==> src/rtl/hrsp_pkg.sv <==
// Shared types, codes and constants for the HTTP request stream parser.
// Used by hrsp_len_acc, hrsp_core and http_request_stream_parser_unit.
package hrsp_pkg;

  localparam int LEN_BITS = 31;
  localparam int KEY_LEN  = 14;
  localparam int IDX_BITS = 4;

  localparam logic [7:0] CH_CR    = 8'h0D;
  localparam logic [7:0] CH_LF    = 8'h0A;
  localparam logic [7:0] CH_TAB   = 8'h09;
  localparam logic [7:0] CH_SPACE = 8'h20;
  localparam logic [7:0] CH_COLON = 8'h3A;
  localparam logic [7:0] CH_MINUS = 8'h2D;
  localparam logic [7:0] CH_PLUS  = 8'h2B;
  localparam logic [7:0] CH_ZERO  = 8'h30;
  localparam logic [7:0] CH_NINE  = 8'h39;
  localparam logic [7:0] CH_UPPER_A = 8'h41;
  localparam logic [7:0] CH_UPPER_Z = 8'h5A;
  localparam logic [7:0] CASE_OFFSET = 8'h20;

  typedef enum logic [2:0] {
    CLS_SEP      = 3'd0,
    CLS_METHOD   = 3'd1,
    CLS_TARGET   = 3'd2,
    CLS_PROTOCOL = 3'd3,
    CLS_NAME     = 3'd4,
    CLS_VALUE    = 3'd5,
    CLS_BODY     = 3'd6
  } token_class_t;

  typedef enum logic [11:0] {
    PH_METHOD_START = 12'b0000_0000_0001,
    PH_METHOD       = 12'b0000_0000_0010,
    PH_TARGET_START = 12'b0000_0000_0100,
    PH_TARGET       = 12'b0000_0000_1000,
    PH_PROTO_START  = 12'b0000_0001_0000,
    PH_PROTO        = 12'b0000_0010_0000,
    PH_PROTO_TAIL   = 12'b0000_0100_0000,
    PH_NAME_START   = 12'b0000_1000_0000,
    PH_NAME         = 12'b0001_0000_0000,
    PH_VALUE_SKIP   = 12'b0010_0000_0000,
    PH_VALUE        = 12'b0100_0000_0000,
    PH_BODY         = 12'b1000_0000_0000
  } phase_t;

  typedef enum logic [1:0] {
    PARTNER_NONE = 2'd0,
    PARTNER_CR   = 2'd1,
    PARTNER_LF   = 2'd2
  } partner_t;

  typedef struct packed {
    logic [7:0]          out_byte;
    token_class_t        token_class;
    logic                closes_token;
    logic                request_done;
    logic                old_version;
    logic                parse_error;
    logic [LEN_BITS-1:0] body_length;
  } result_t;

  // Lowercase header name that selects the body length.
  function automatic logic [7:0] key_char(input logic [IDX_BITS-1:0] idx);
    logic [7:0] ch;
    case (idx)
      4'd0:    ch = "c";
      4'd1:    ch = "o";
      4'd2:    ch = "n";
      4'd3:    ch = "t";
      4'd4:    ch = "e";
      4'd5:    ch = "n";
      4'd6:    ch = "t";
      4'd7:    ch = "-";
      4'd8:    ch = "l";
      4'd9:    ch = "e";
      4'd10:   ch = "n";
      4'd11:   ch = "g";
      4'd12:   ch = "t";
      4'd13:   ch = "h";
      default: ch = 8'h00;
    endcase
    return ch;
  endfunction

endpackage

==> src/rtl/http_request_stream_parser_unit.sv <==
// HTTP request stream parser: tags each byte of a request stream.
// Pipeline: an accepted byte is held in the input register, and its result is loaded into the
// result register when that register moves (it is empty or its result is being taken).
// Throughput: one byte per cycle while out_stall is low, set by the parser state update.
// Reset (rst, synchronous): both pipeline registers empty, parser at the method.
// Depends on hrsp_pkg, hrsp_core and hrsp_len_acc.
module http_request_stream_parser_unit (
  input  logic                          clk,
  input  logic                          rst,
  input  logic                          in_valid,
  output logic                          in_stall,
  input  logic [7:0]                    data_byte,
  output logic                          out_valid,
  input  logic                          out_stall,
  output logic [7:0]                    out_byte,
  output logic [2:0]                    token_class,
  output logic                          closes_token,
  output logic                          request_done,
  output logic                          old_version,
  output logic                          parse_error,
  output logic [hrsp_pkg::LEN_BITS-1:0] body_length
);

  logic              s1_valid;
  logic [7:0]        s1_byte;
  logic              advance;
  logic              in_accept;
  logic              step;
  hrsp_pkg::result_t core_result;
  hrsp_pkg::result_t out_reg;

  // The result register moves whenever it is empty or being taken.
  assign advance   = !out_valid || !out_stall;
  assign in_stall  = s1_valid && !advance;
  assign in_accept = in_valid && !in_stall;
  assign step      = s1_valid && advance;

  hrsp_core u_core (
    .clk       (clk),
    .rst       (rst),
    .step      (step),
    .data_byte (s1_byte),
    .result    (core_result)
  );

  always_ff @(posedge clk) begin
    if (rst) begin
      s1_valid  <= 1'b0;
      out_valid <= 1'b0;
    end else begin
      s1_valid <= in_accept || (s1_valid && !advance);
      if (advance) out_valid <= s1_valid;
    end
  end

  always_ff @(posedge clk) begin
    if (in_accept) s1_byte <= data_byte;
    if (step) out_reg <= core_result;
  end

  assign out_byte     = out_reg.out_byte;
  assign token_class  = out_reg.token_class;
  assign closes_token = out_reg.closes_token;
  assign request_done = out_reg.request_done;
  assign old_version  = out_reg.old_version;
  assign parse_error  = out_reg.parse_error;
  assign body_length  = out_reg.body_length;

`ifndef SYNTH
  a_done_err_exclusive: assert property (@(posedge clk) disable iff (rst)
    out_valid |-> !(request_done && parse_error))
    else $error("request_done and parse_error on the same item");

  a_old_needs_done: assert property (@(posedge clk) disable iff (rst)
    (out_valid && old_version) |-> request_done)
    else $error("old_version without request_done");

  a_length_on_separator: assert property (@(posedge clk) disable iff (rst)
    (out_valid && (body_length != '0)) |->
      (token_class == hrsp_pkg::CLS_SEP) && !closes_token && !parse_error)
    else $error("body_length reported on a byte that does not end the headers");

  a_held_result_blocks_input: assert property (@(posedge clk) disable iff (rst)
    (out_valid && out_stall && s1_valid) |-> in_stall)
    else $error("input not stalled while both pipeline registers are full");

  a_stalled_result_holds: assert property (@(posedge clk) disable iff (rst)
    (out_valid && out_stall) |=> (out_valid && $stable(out_byte) && $stable(body_length)))
    else $error("stalled result changed");
`endif

endmodule

==> src/rtl/hrsp_len_acc.sv <==
// Decimal length accumulator step: acc * 10 + digit, saturating.
// Depends on hrsp_pkg for the length width.
module hrsp_len_acc (
  input  logic [hrsp_pkg::LEN_BITS-1:0] acc,
  input  logic [3:0]                    digit,
  output logic [hrsp_pkg::LEN_BITS-1:0] acc_next
);

  localparam int WIDE = hrsp_pkg::LEN_BITS + 4;

  logic [WIDE-1:0] acc_wide;
  logic [WIDE-1:0] sum;
  logic [WIDE-1:0] len_max;

  assign acc_wide = {4'b0000, acc};
  assign sum      = (acc_wide << 3) + (acc_wide << 1) + {{(WIDE-4){1'b0}}, digit};
  assign len_max  = {4'b0000, {hrsp_pkg::LEN_BITS{1'b1}}};

  assign acc_next = (sum > len_max) ? {hrsp_pkg::LEN_BITS{1'b1}}
                                    : sum[hrsp_pkg::LEN_BITS-1:0];

endmodule

==> src/rtl/hrsp_core.sv <==
// Parser state and per-byte tagging logic; one byte is consumed per step.
// Depends on hrsp_pkg and hrsp_len_acc.
module hrsp_core (
  input  logic                clk,
  input  logic                rst,
  input  logic                step,
  input  logic [7:0]          data_byte,
  output hrsp_pkg::result_t   result
);

  localparam int LB = hrsp_pkg::LEN_BITS;

  hrsp_pkg::phase_t              phase, phase_next;
  hrsp_pkg::partner_t            partner, partner_next;
  logic [LB-1:0]                 acc, acc_next;
  logic [hrsp_pkg::IDX_BITS-1:0] idx, idx_next;
  logic                          still, still_next;
  logic                          is_len, is_len_next;
  logic                          stopped, stopped_next;
  logic                          negative, negative_next;
  logic [LB-1:0]                 remaining, remaining_next;

  logic [LB-1:0] acc_digit;

  hrsp_len_acc u_len_acc (
    .acc      (acc),
    .digit    (data_byte[3:0]),
    .acc_next (acc_digit)
  );

  always_comb begin
    logic [7:0]          c;
    logic [7:0]          lc;
    logic                le;
    logic                ws;
    logic                partner_match;
    logic                err;
    logic                done;
    logic                is_digit;
    logic [LB-1:0]       len;
    logic [LB-1:0]       rem_dec;
    logic [hrsp_pkg::IDX_BITS-1:0] midx;
    logic                mstill;
    logic                first;

    c  = data_byte;
    lc = ((c >= hrsp_pkg::CH_UPPER_A) && (c <= hrsp_pkg::CH_UPPER_Z))
         ? c + hrsp_pkg::CASE_OFFSET : c;
    le = (c == hrsp_pkg::CH_CR) || (c == hrsp_pkg::CH_LF);
    ws = (c == hrsp_pkg::CH_SPACE) || ((c >= hrsp_pkg::CH_TAB) && (c <= hrsp_pkg::CH_CR));
    partner_match = ((partner == hrsp_pkg::PARTNER_CR) && (c == hrsp_pkg::CH_CR)) ||
                    ((partner == hrsp_pkg::PARTNER_LF) && (c == hrsp_pkg::CH_LF));
    is_digit = (c >= hrsp_pkg::CH_ZERO) && (c <= hrsp_pkg::CH_NINE);
    len      = negative ? '0 : acc;
    rem_dec  = (remaining != '0) ? remaining - {{(LB-1){1'b0}}, 1'b1} : remaining;
    first    = (phase == hrsp_pkg::PH_VALUE_SKIP);
    err  = 1'b0;
    done = 1'b0;
    midx   = '0;
    mstill = 1'b1;

    phase_next     = phase;
    partner_next   = hrsp_pkg::PARTNER_NONE;
    acc_next       = acc;
    idx_next       = idx;
    still_next     = still;
    is_len_next    = is_len;
    stopped_next   = stopped;
    negative_next  = negative;
    remaining_next = remaining;

    result.out_byte     = c;
    result.token_class  = hrsp_pkg::CLS_SEP;
    result.closes_token = 1'b0;
    result.request_done = 1'b0;
    result.old_version  = 1'b0;
    result.parse_error  = 1'b0;
    result.body_length  = '0;

    if (!partner_match) begin
      unique case (phase) inside
        hrsp_pkg::PH_METHOD_START: begin
          if (ws) err = 1'b1;
          else begin
            result.token_class = hrsp_pkg::CLS_METHOD;
            phase_next = hrsp_pkg::PH_METHOD;
          end
        end
        hrsp_pkg::PH_METHOD: begin
          if (le) err = 1'b1;
          else if (ws) begin
            result.closes_token = 1'b1;
            phase_next = hrsp_pkg::PH_TARGET_START;
          end else result.token_class = hrsp_pkg::CLS_METHOD;
        end
        hrsp_pkg::PH_TARGET_START: begin
          if (ws) err = 1'b1;
          else begin
            result.token_class = hrsp_pkg::CLS_TARGET;
            phase_next = hrsp_pkg::PH_TARGET;
          end
        end
        hrsp_pkg::PH_TARGET: begin
          if (le) begin
            result.closes_token = 1'b1;
            done = 1'b1;
            result.old_version = 1'b1;
          end else if (ws) begin
            result.closes_token = 1'b1;
            phase_next = hrsp_pkg::PH_PROTO_START;
          end else result.token_class = hrsp_pkg::CLS_TARGET;
        end
        hrsp_pkg::PH_PROTO_START: begin
          if (le) begin
            done = 1'b1;
            result.old_version = 1'b1;
          end else if (ws) err = 1'b1;
          else begin
            result.token_class = hrsp_pkg::CLS_PROTOCOL;
            phase_next = hrsp_pkg::PH_PROTO;
          end
        end
        hrsp_pkg::PH_PROTO: begin
          if (le) begin
            result.closes_token = 1'b1;
            phase_next = hrsp_pkg::PH_NAME_START;
          end else if (ws) begin
            result.closes_token = 1'b1;
            phase_next = hrsp_pkg::PH_PROTO_TAIL;
          end else result.token_class = hrsp_pkg::CLS_PROTOCOL;
        end
        hrsp_pkg::PH_PROTO_TAIL: begin
          if (le) phase_next = hrsp_pkg::PH_NAME_START;
          else if (!ws) err = 1'b1;
        end
        hrsp_pkg::PH_NAME_START: begin
          if (le) begin
            result.body_length = len;
            if (len == '0) done = 1'b1;
            else begin
              remaining_next = len;
              phase_next = hrsp_pkg::PH_BODY;
            end
          end else if (c == hrsp_pkg::CH_COLON) begin
            err = 1'b1;
          end else begin
            // A new name restarts the key comparison at its first character.
            midx   = '0;
            mstill = 1'b1;
            if (lc == hrsp_pkg::key_char(midx)) idx_next = midx + 1'b1;
            else begin
              idx_next   = midx;
              still_next = 1'b0;
            end
            if (lc == hrsp_pkg::key_char(midx)) still_next = mstill;
            result.out_byte    = lc;
            result.token_class = hrsp_pkg::CLS_NAME;
            phase_next = hrsp_pkg::PH_NAME;
          end
        end
        hrsp_pkg::PH_NAME: begin
          if (le) err = 1'b1;
          else if (c == hrsp_pkg::CH_COLON) begin
            result.closes_token = 1'b1;
            if (still && (idx == hrsp_pkg::IDX_BITS'(hrsp_pkg::KEY_LEN))) begin
              is_len_next   = 1'b1;
              acc_next      = '0;
              negative_next = 1'b0;
              stopped_next  = 1'b0;
            end else is_len_next = 1'b0;
            phase_next = hrsp_pkg::PH_VALUE_SKIP;
          end else begin
            if (still && (idx < hrsp_pkg::IDX_BITS'(hrsp_pkg::KEY_LEN)) &&
                (lc == hrsp_pkg::key_char(idx))) idx_next = idx + 1'b1;
            else still_next = 1'b0;
            result.out_byte    = lc;
            result.token_class = hrsp_pkg::CLS_NAME;
          end
        end
        hrsp_pkg::PH_VALUE_SKIP, hrsp_pkg::PH_VALUE: begin
          if (le) begin
            result.closes_token = !first;
            phase_next = hrsp_pkg::PH_NAME_START;
          end else if (!ws || !first) begin
            result.token_class = hrsp_pkg::CLS_VALUE;
            phase_next = hrsp_pkg::PH_VALUE;
            if (is_len && !stopped) begin
              if (is_digit) acc_next = acc_digit;
              else if (first && (c == hrsp_pkg::CH_MINUS)) negative_next = 1'b1;
              else if (!(first && (c == hrsp_pkg::CH_PLUS))) stopped_next = 1'b1;
            end
          end
        end
        hrsp_pkg::PH_BODY: begin
          result.token_class = hrsp_pkg::CLS_BODY;
          remaining_next = rem_dec;
          if (rem_dec == '0) done = 1'b1;
        end
        default: err = 1'b1;
      endcase

      if (err || done) begin
        phase_next     = hrsp_pkg::PH_METHOD_START;
        acc_next       = '0;
        idx_next       = '0;
        still_next     = 1'b1;
        is_len_next    = 1'b0;
        stopped_next   = 1'b0;
        negative_next  = 1'b0;
        remaining_next = '0;
      end
      // A lone line end byte arms the opposite character as its partner.
      if (le && (result.token_class == hrsp_pkg::CLS_SEP))
        partner_next = (c == hrsp_pkg::CH_CR) ? hrsp_pkg::PARTNER_LF : hrsp_pkg::PARTNER_CR;
    end

    result.request_done = done;
    result.parse_error  = err;
  end

  always_ff @(posedge clk) begin
    if (rst) begin
      phase     <= hrsp_pkg::PH_METHOD_START;
      partner   <= hrsp_pkg::PARTNER_NONE;
      acc       <= '0;
      idx       <= '0;
      still     <= 1'b1;
      is_len    <= 1'b0;
      stopped   <= 1'b0;
      negative  <= 1'b0;
      remaining <= '0;
    end else if (step) begin
      phase     <= phase_next;
      partner   <= partner_next;
      acc       <= acc_next;
      idx       <= idx_next;
      still     <= still_next;
      is_len    <= is_len_next;
      stopped   <= stopped_next;
      negative  <= negative_next;
      remaining <= remaining_next;
    end
  end

endmodule

==> config.mk <==
export PLATFORM = sky130hd
export DESIGN_NAME = http_request_stream_parser_unit
export DESIGN_NICKNAME = d
export VERILOG_FILES = /design/src/rtl/hrsp_pkg.sv /design/src/rtl/http_request_stream_parser_unit.sv /design/src/rtl/hrsp_len_acc.sv /design/src/rtl/hrsp_core.sv
export SDC_FILE = /design/constraint.sdc
export NUM_CORES = 1
export LEC_CHECK = 0
export ABC_AREA = 1
export CAP_MARGIN = 40
export CORE_ASPECT_RATIO = 1.75
export CORE_MARGIN = 2
export CORE_UTILIZATION = 47
export CTS_CLUSTER_DIAMETER = 100
export CTS_CLUSTER_SIZE = 25
export DETAILED_ROUTE_END_ITERATION = 16
export DONT_BUFFER_PORTS = 1
export PLACE_DENSITY = 0.61
export SYNTH_ARGS = -nofsm -noshare
export SYNTH_HDL_FRONTEND = slang
export SYNTH_SLANG_ARGS = --single-unit
==> constraint.sdc <==
create_clock -name clk -period 5.85 [get_ports clk]
set_input_delay 0 -clock clk [delete_from_list [all_inputs] [get_ports clk]]
set_output_delay 0 -clock clk [all_outputs]
set_load 0.02 [all_outputs]
==> results.ini <==
[cts]
cts_made_buffers = 17
cts_hold_buf = 13
clockBufferDepth = 2
cts_tree = yes
htree_levels = 4
insertion_delay_ps = 460
clk_pin_slew_ps = 60
post-cts-setup-buffers = 0
post_cts_resized = 0
root_buffer = clkbuf_16
cts_sinks = 147

[global_routing]
grt_max_degree = 68
grt_pass1_vias = 10927
grt_pass1_wl_um = 57290
grt_util_all_layers_pct = 29.39
grt-ovfl-total = 0
antenna_found_initial = 0

[yosys]
ys_async_sr_fraction_pct = 0
synth.area.mux_share_pct = 0
synth_xor_area_share_pct = 2.725
ys_ff_latch = 147
synth_adder_area_share_pct = 8.474
syn_avg_cell_area_um2 = 6.885
synth_warnings = 0
synth_top_family_by_area = simple AND/OR/NAND/NOR gates
seq_area_frac_synth_pct = 30.96
yosysUniqueCellTypes = 56
synthFlopType = dfxtp_1
synth_edf_count = 54
postSynthCellCount = 1634
syn_nets = 1721
synth_compound_area_share_pct = 16.21
netlist_area_um2 = 11250
synth_simple_gate_area_share_pct = 32.53

[detailed_routing]
wire_per_inst_um = 18.91
first_pass_iters = 12
drtAntennaViolNets = 0
drc = 0
drtIter0Drc = 722
via_per_inst = 5.719
dr_total_vias = 11095
wl_um = 36680

[pwr]
p_sw_uw = 2807
peakVddDrop_mv = 0.2274
p_leak_uw = 0.005416
clkPwrFrac_pct = 21.6
seqPwrFrac_pct = 24.7
netSwitchingFraction_pct = 50.70
intPower_uw = 2729
p_comb_share_pct = 53.7
cellPowerDensity_nw_per_um2 = 453.6

[run_status]
status = finished, final reports clean

[place]
gp_congestion = 0.9876
dpl.cell_count = 1895
numPortBuffers = 0
placed_cell_area_um2 = 11430
dp_hpwl_um = 27880

[setup_path]
crit_family = simple AND/OR/NAND/NOR gates
path_buf_inv = 3
cp-end-kind = register
r2r_slack_ps = 1430
crit_fanout = 23
cpMaxStageDelayCell = fa_1
criticalPathCategory = reg2reg
worstPathRequired_ps = 6180
cp_slowest_stage_delay_ps = 600
crit_chain = fa_1 > inv_1 > fa_1 > nand3b_1 > nand2_1 > a21oi_1 > o21ai_0 > a21oi_1 > inv_1 > nand4_1 > nand2_1 > nand2_1 > nand2_1 > nand3_1 > nor2_2 > buf_4 > a21oi_1 > nand3_1 > a21oi_1
cp.arrival_ps = 4750
start_kind = register

[layout]
drive_gt1_share_pct = 8.374
antennaDiodeCount = 0
instances_no_fill = 1940
finalNetCount = 1710
area_delta_synth_final_pct = 8.463
postLayoutCellArea_um2 = 12200

[die]
die_x_um = 121.0
fp.dieArea_um2 = 25240
core_um2 = 23430
rows = 74
die_height_um = 208.7
initial_core_util_pct = 48.03
ios = 60

[sta]
relSlewSlack_pct = 52.31
hold_violations = 0
clock-skew-final_ps = 11.60
setup_tns_ps = 0
rsz0062_at_grt = no
finalCritPeriodShare_pct = 75.63
setup_viol = 0
fin_crit_ps = 4424
finalMaxSlewViolations = 0
fmax_mhz = 226.0
worst_pin_slew_ps = 709.9

[job]
drv_cap = 0

[hold_path]
hp-class = in2reg

[state kept, by name, summed over array words and instances (netlist names), 3 cells and up, named ones only]
register	count
body_length	31
out_byte	8
s1_byte	8
token_class	3
u_core.acc	31
u_core.idx	4
u_core.phase	12
u_core.remaining	31
[area by class of cell]
type,instances,area [um^2]
timing repair buffer,21,227.7
clock inverter,13,196.4
inverter,192,728.2
fill,2353,11220
clock buffer,19,432.9
tap,304,380.4
sequential,147,3483
multi-input combinational,1244,6754
[through the flow]
| stage | hold slack (ps) | setup slack (ps) | utilization, % | power (uW) |
|---|---|---|---|---|
| floorplan | 98.87 | 1574 | - | 3627 |
| global placement | 80.00 | 1471 | 48.66 | 4244 |
| detailed placement | 82.78 | 1450 | 48.78 | 4260 |
| CTS | 35.55 | 1417 | 52.09 | 5484 |
| global route | 118.6 | 1027 | 52.09 | 5893 |
| finish | 72.26 | 1426 | 52.09 | 5536 |
[placed cells by master (no fill, tap or decap), types with 9 or more instances in the layout]
master	n
nand2_1	379
nor2_1	191
a21oi_1	173
inv_1	164
nand3_1	114
dfxtp_1	93
ha_1	73
o21ai_0	63
edfxtp_1	54
nand4_1	29
nor2_2	28
nor3_1	21
xnor2_1	21
inv_2	19
a211oi_1	17
clkbuf_16	17
o21ai_1	16
nand2_2	14
xor2_1	14
dlygate4sd3_1	12
o211ai_1	10
nor2_4	9
[path summary, 6_finish.rpt]
| check | start | end | cells after the start |
|---|---|---|---|
| worst min register to register | u_core.partner[0] | u_core.partner[0] | 2 |
| worst max-delay path | s1_byte[3] | u_core.acc[16] | 19 |
| worst max register to register | s1_byte[3] | u_core.acc[16] | 19 |
| worst min-delay path | rst | u_core.phase[0] | 2 |
[cell usage after synthesis (17+ instances only)]
cell | number | area [um^2]
nand2_1 | 379 | 1423
nor2_1 | 193 | 724.4
a21oi_1 | 173 | 865.8
inv_1 | 164 | 615.6
nand3_1 | 114 | 570.6
dfxtp_1 | 93 | 1862
ha_1 | 73 | 913.4
o21ai_0 | 63 | 315.3
edfxtp_1 | 54 | 1622
nand4_1 | 29 | 181.4
nor2_2 | 27 | 168.9
clkbuf_1 | 24 | 90.09
nor3_1 | 21 | 105.1
xnor2_1 | 21 | 183.9
inv_2 | 19 | 71.32
a211oi_1 | 17 | 127.6
[cell families after synthesis]
| family | count (synthesis) |
|---|---|
| simple gates | 814 |
| compound gates | 320 |
| buf+inv | 243 |
| flops | 147 |
| fa+ha+maj | 75 |
| xor+xnor | 35 |
[power groups by stage]
stage	logic [uW]	registers [uW]	clock network, uW
floorplan	2290	1330	0
global placement	2860	1380	0
detailed placement	2880	1380	0
CTS	2910	1360	1210
global route	3260	1380	1250
finish	2970	1370	1200
[metal layers]
layer / track usage, % / up-vias / part of all wire [%]
li1: - / 5449 / -
met1: 31.45 / 5127 / 37
met2: 54.11 / 408 / 53
met3: 4.558 / 111 / 4.5
met4: 15.76 / 0 / 5.4
met5: 0 / - / 0
(Power assumes the default switching activity.)
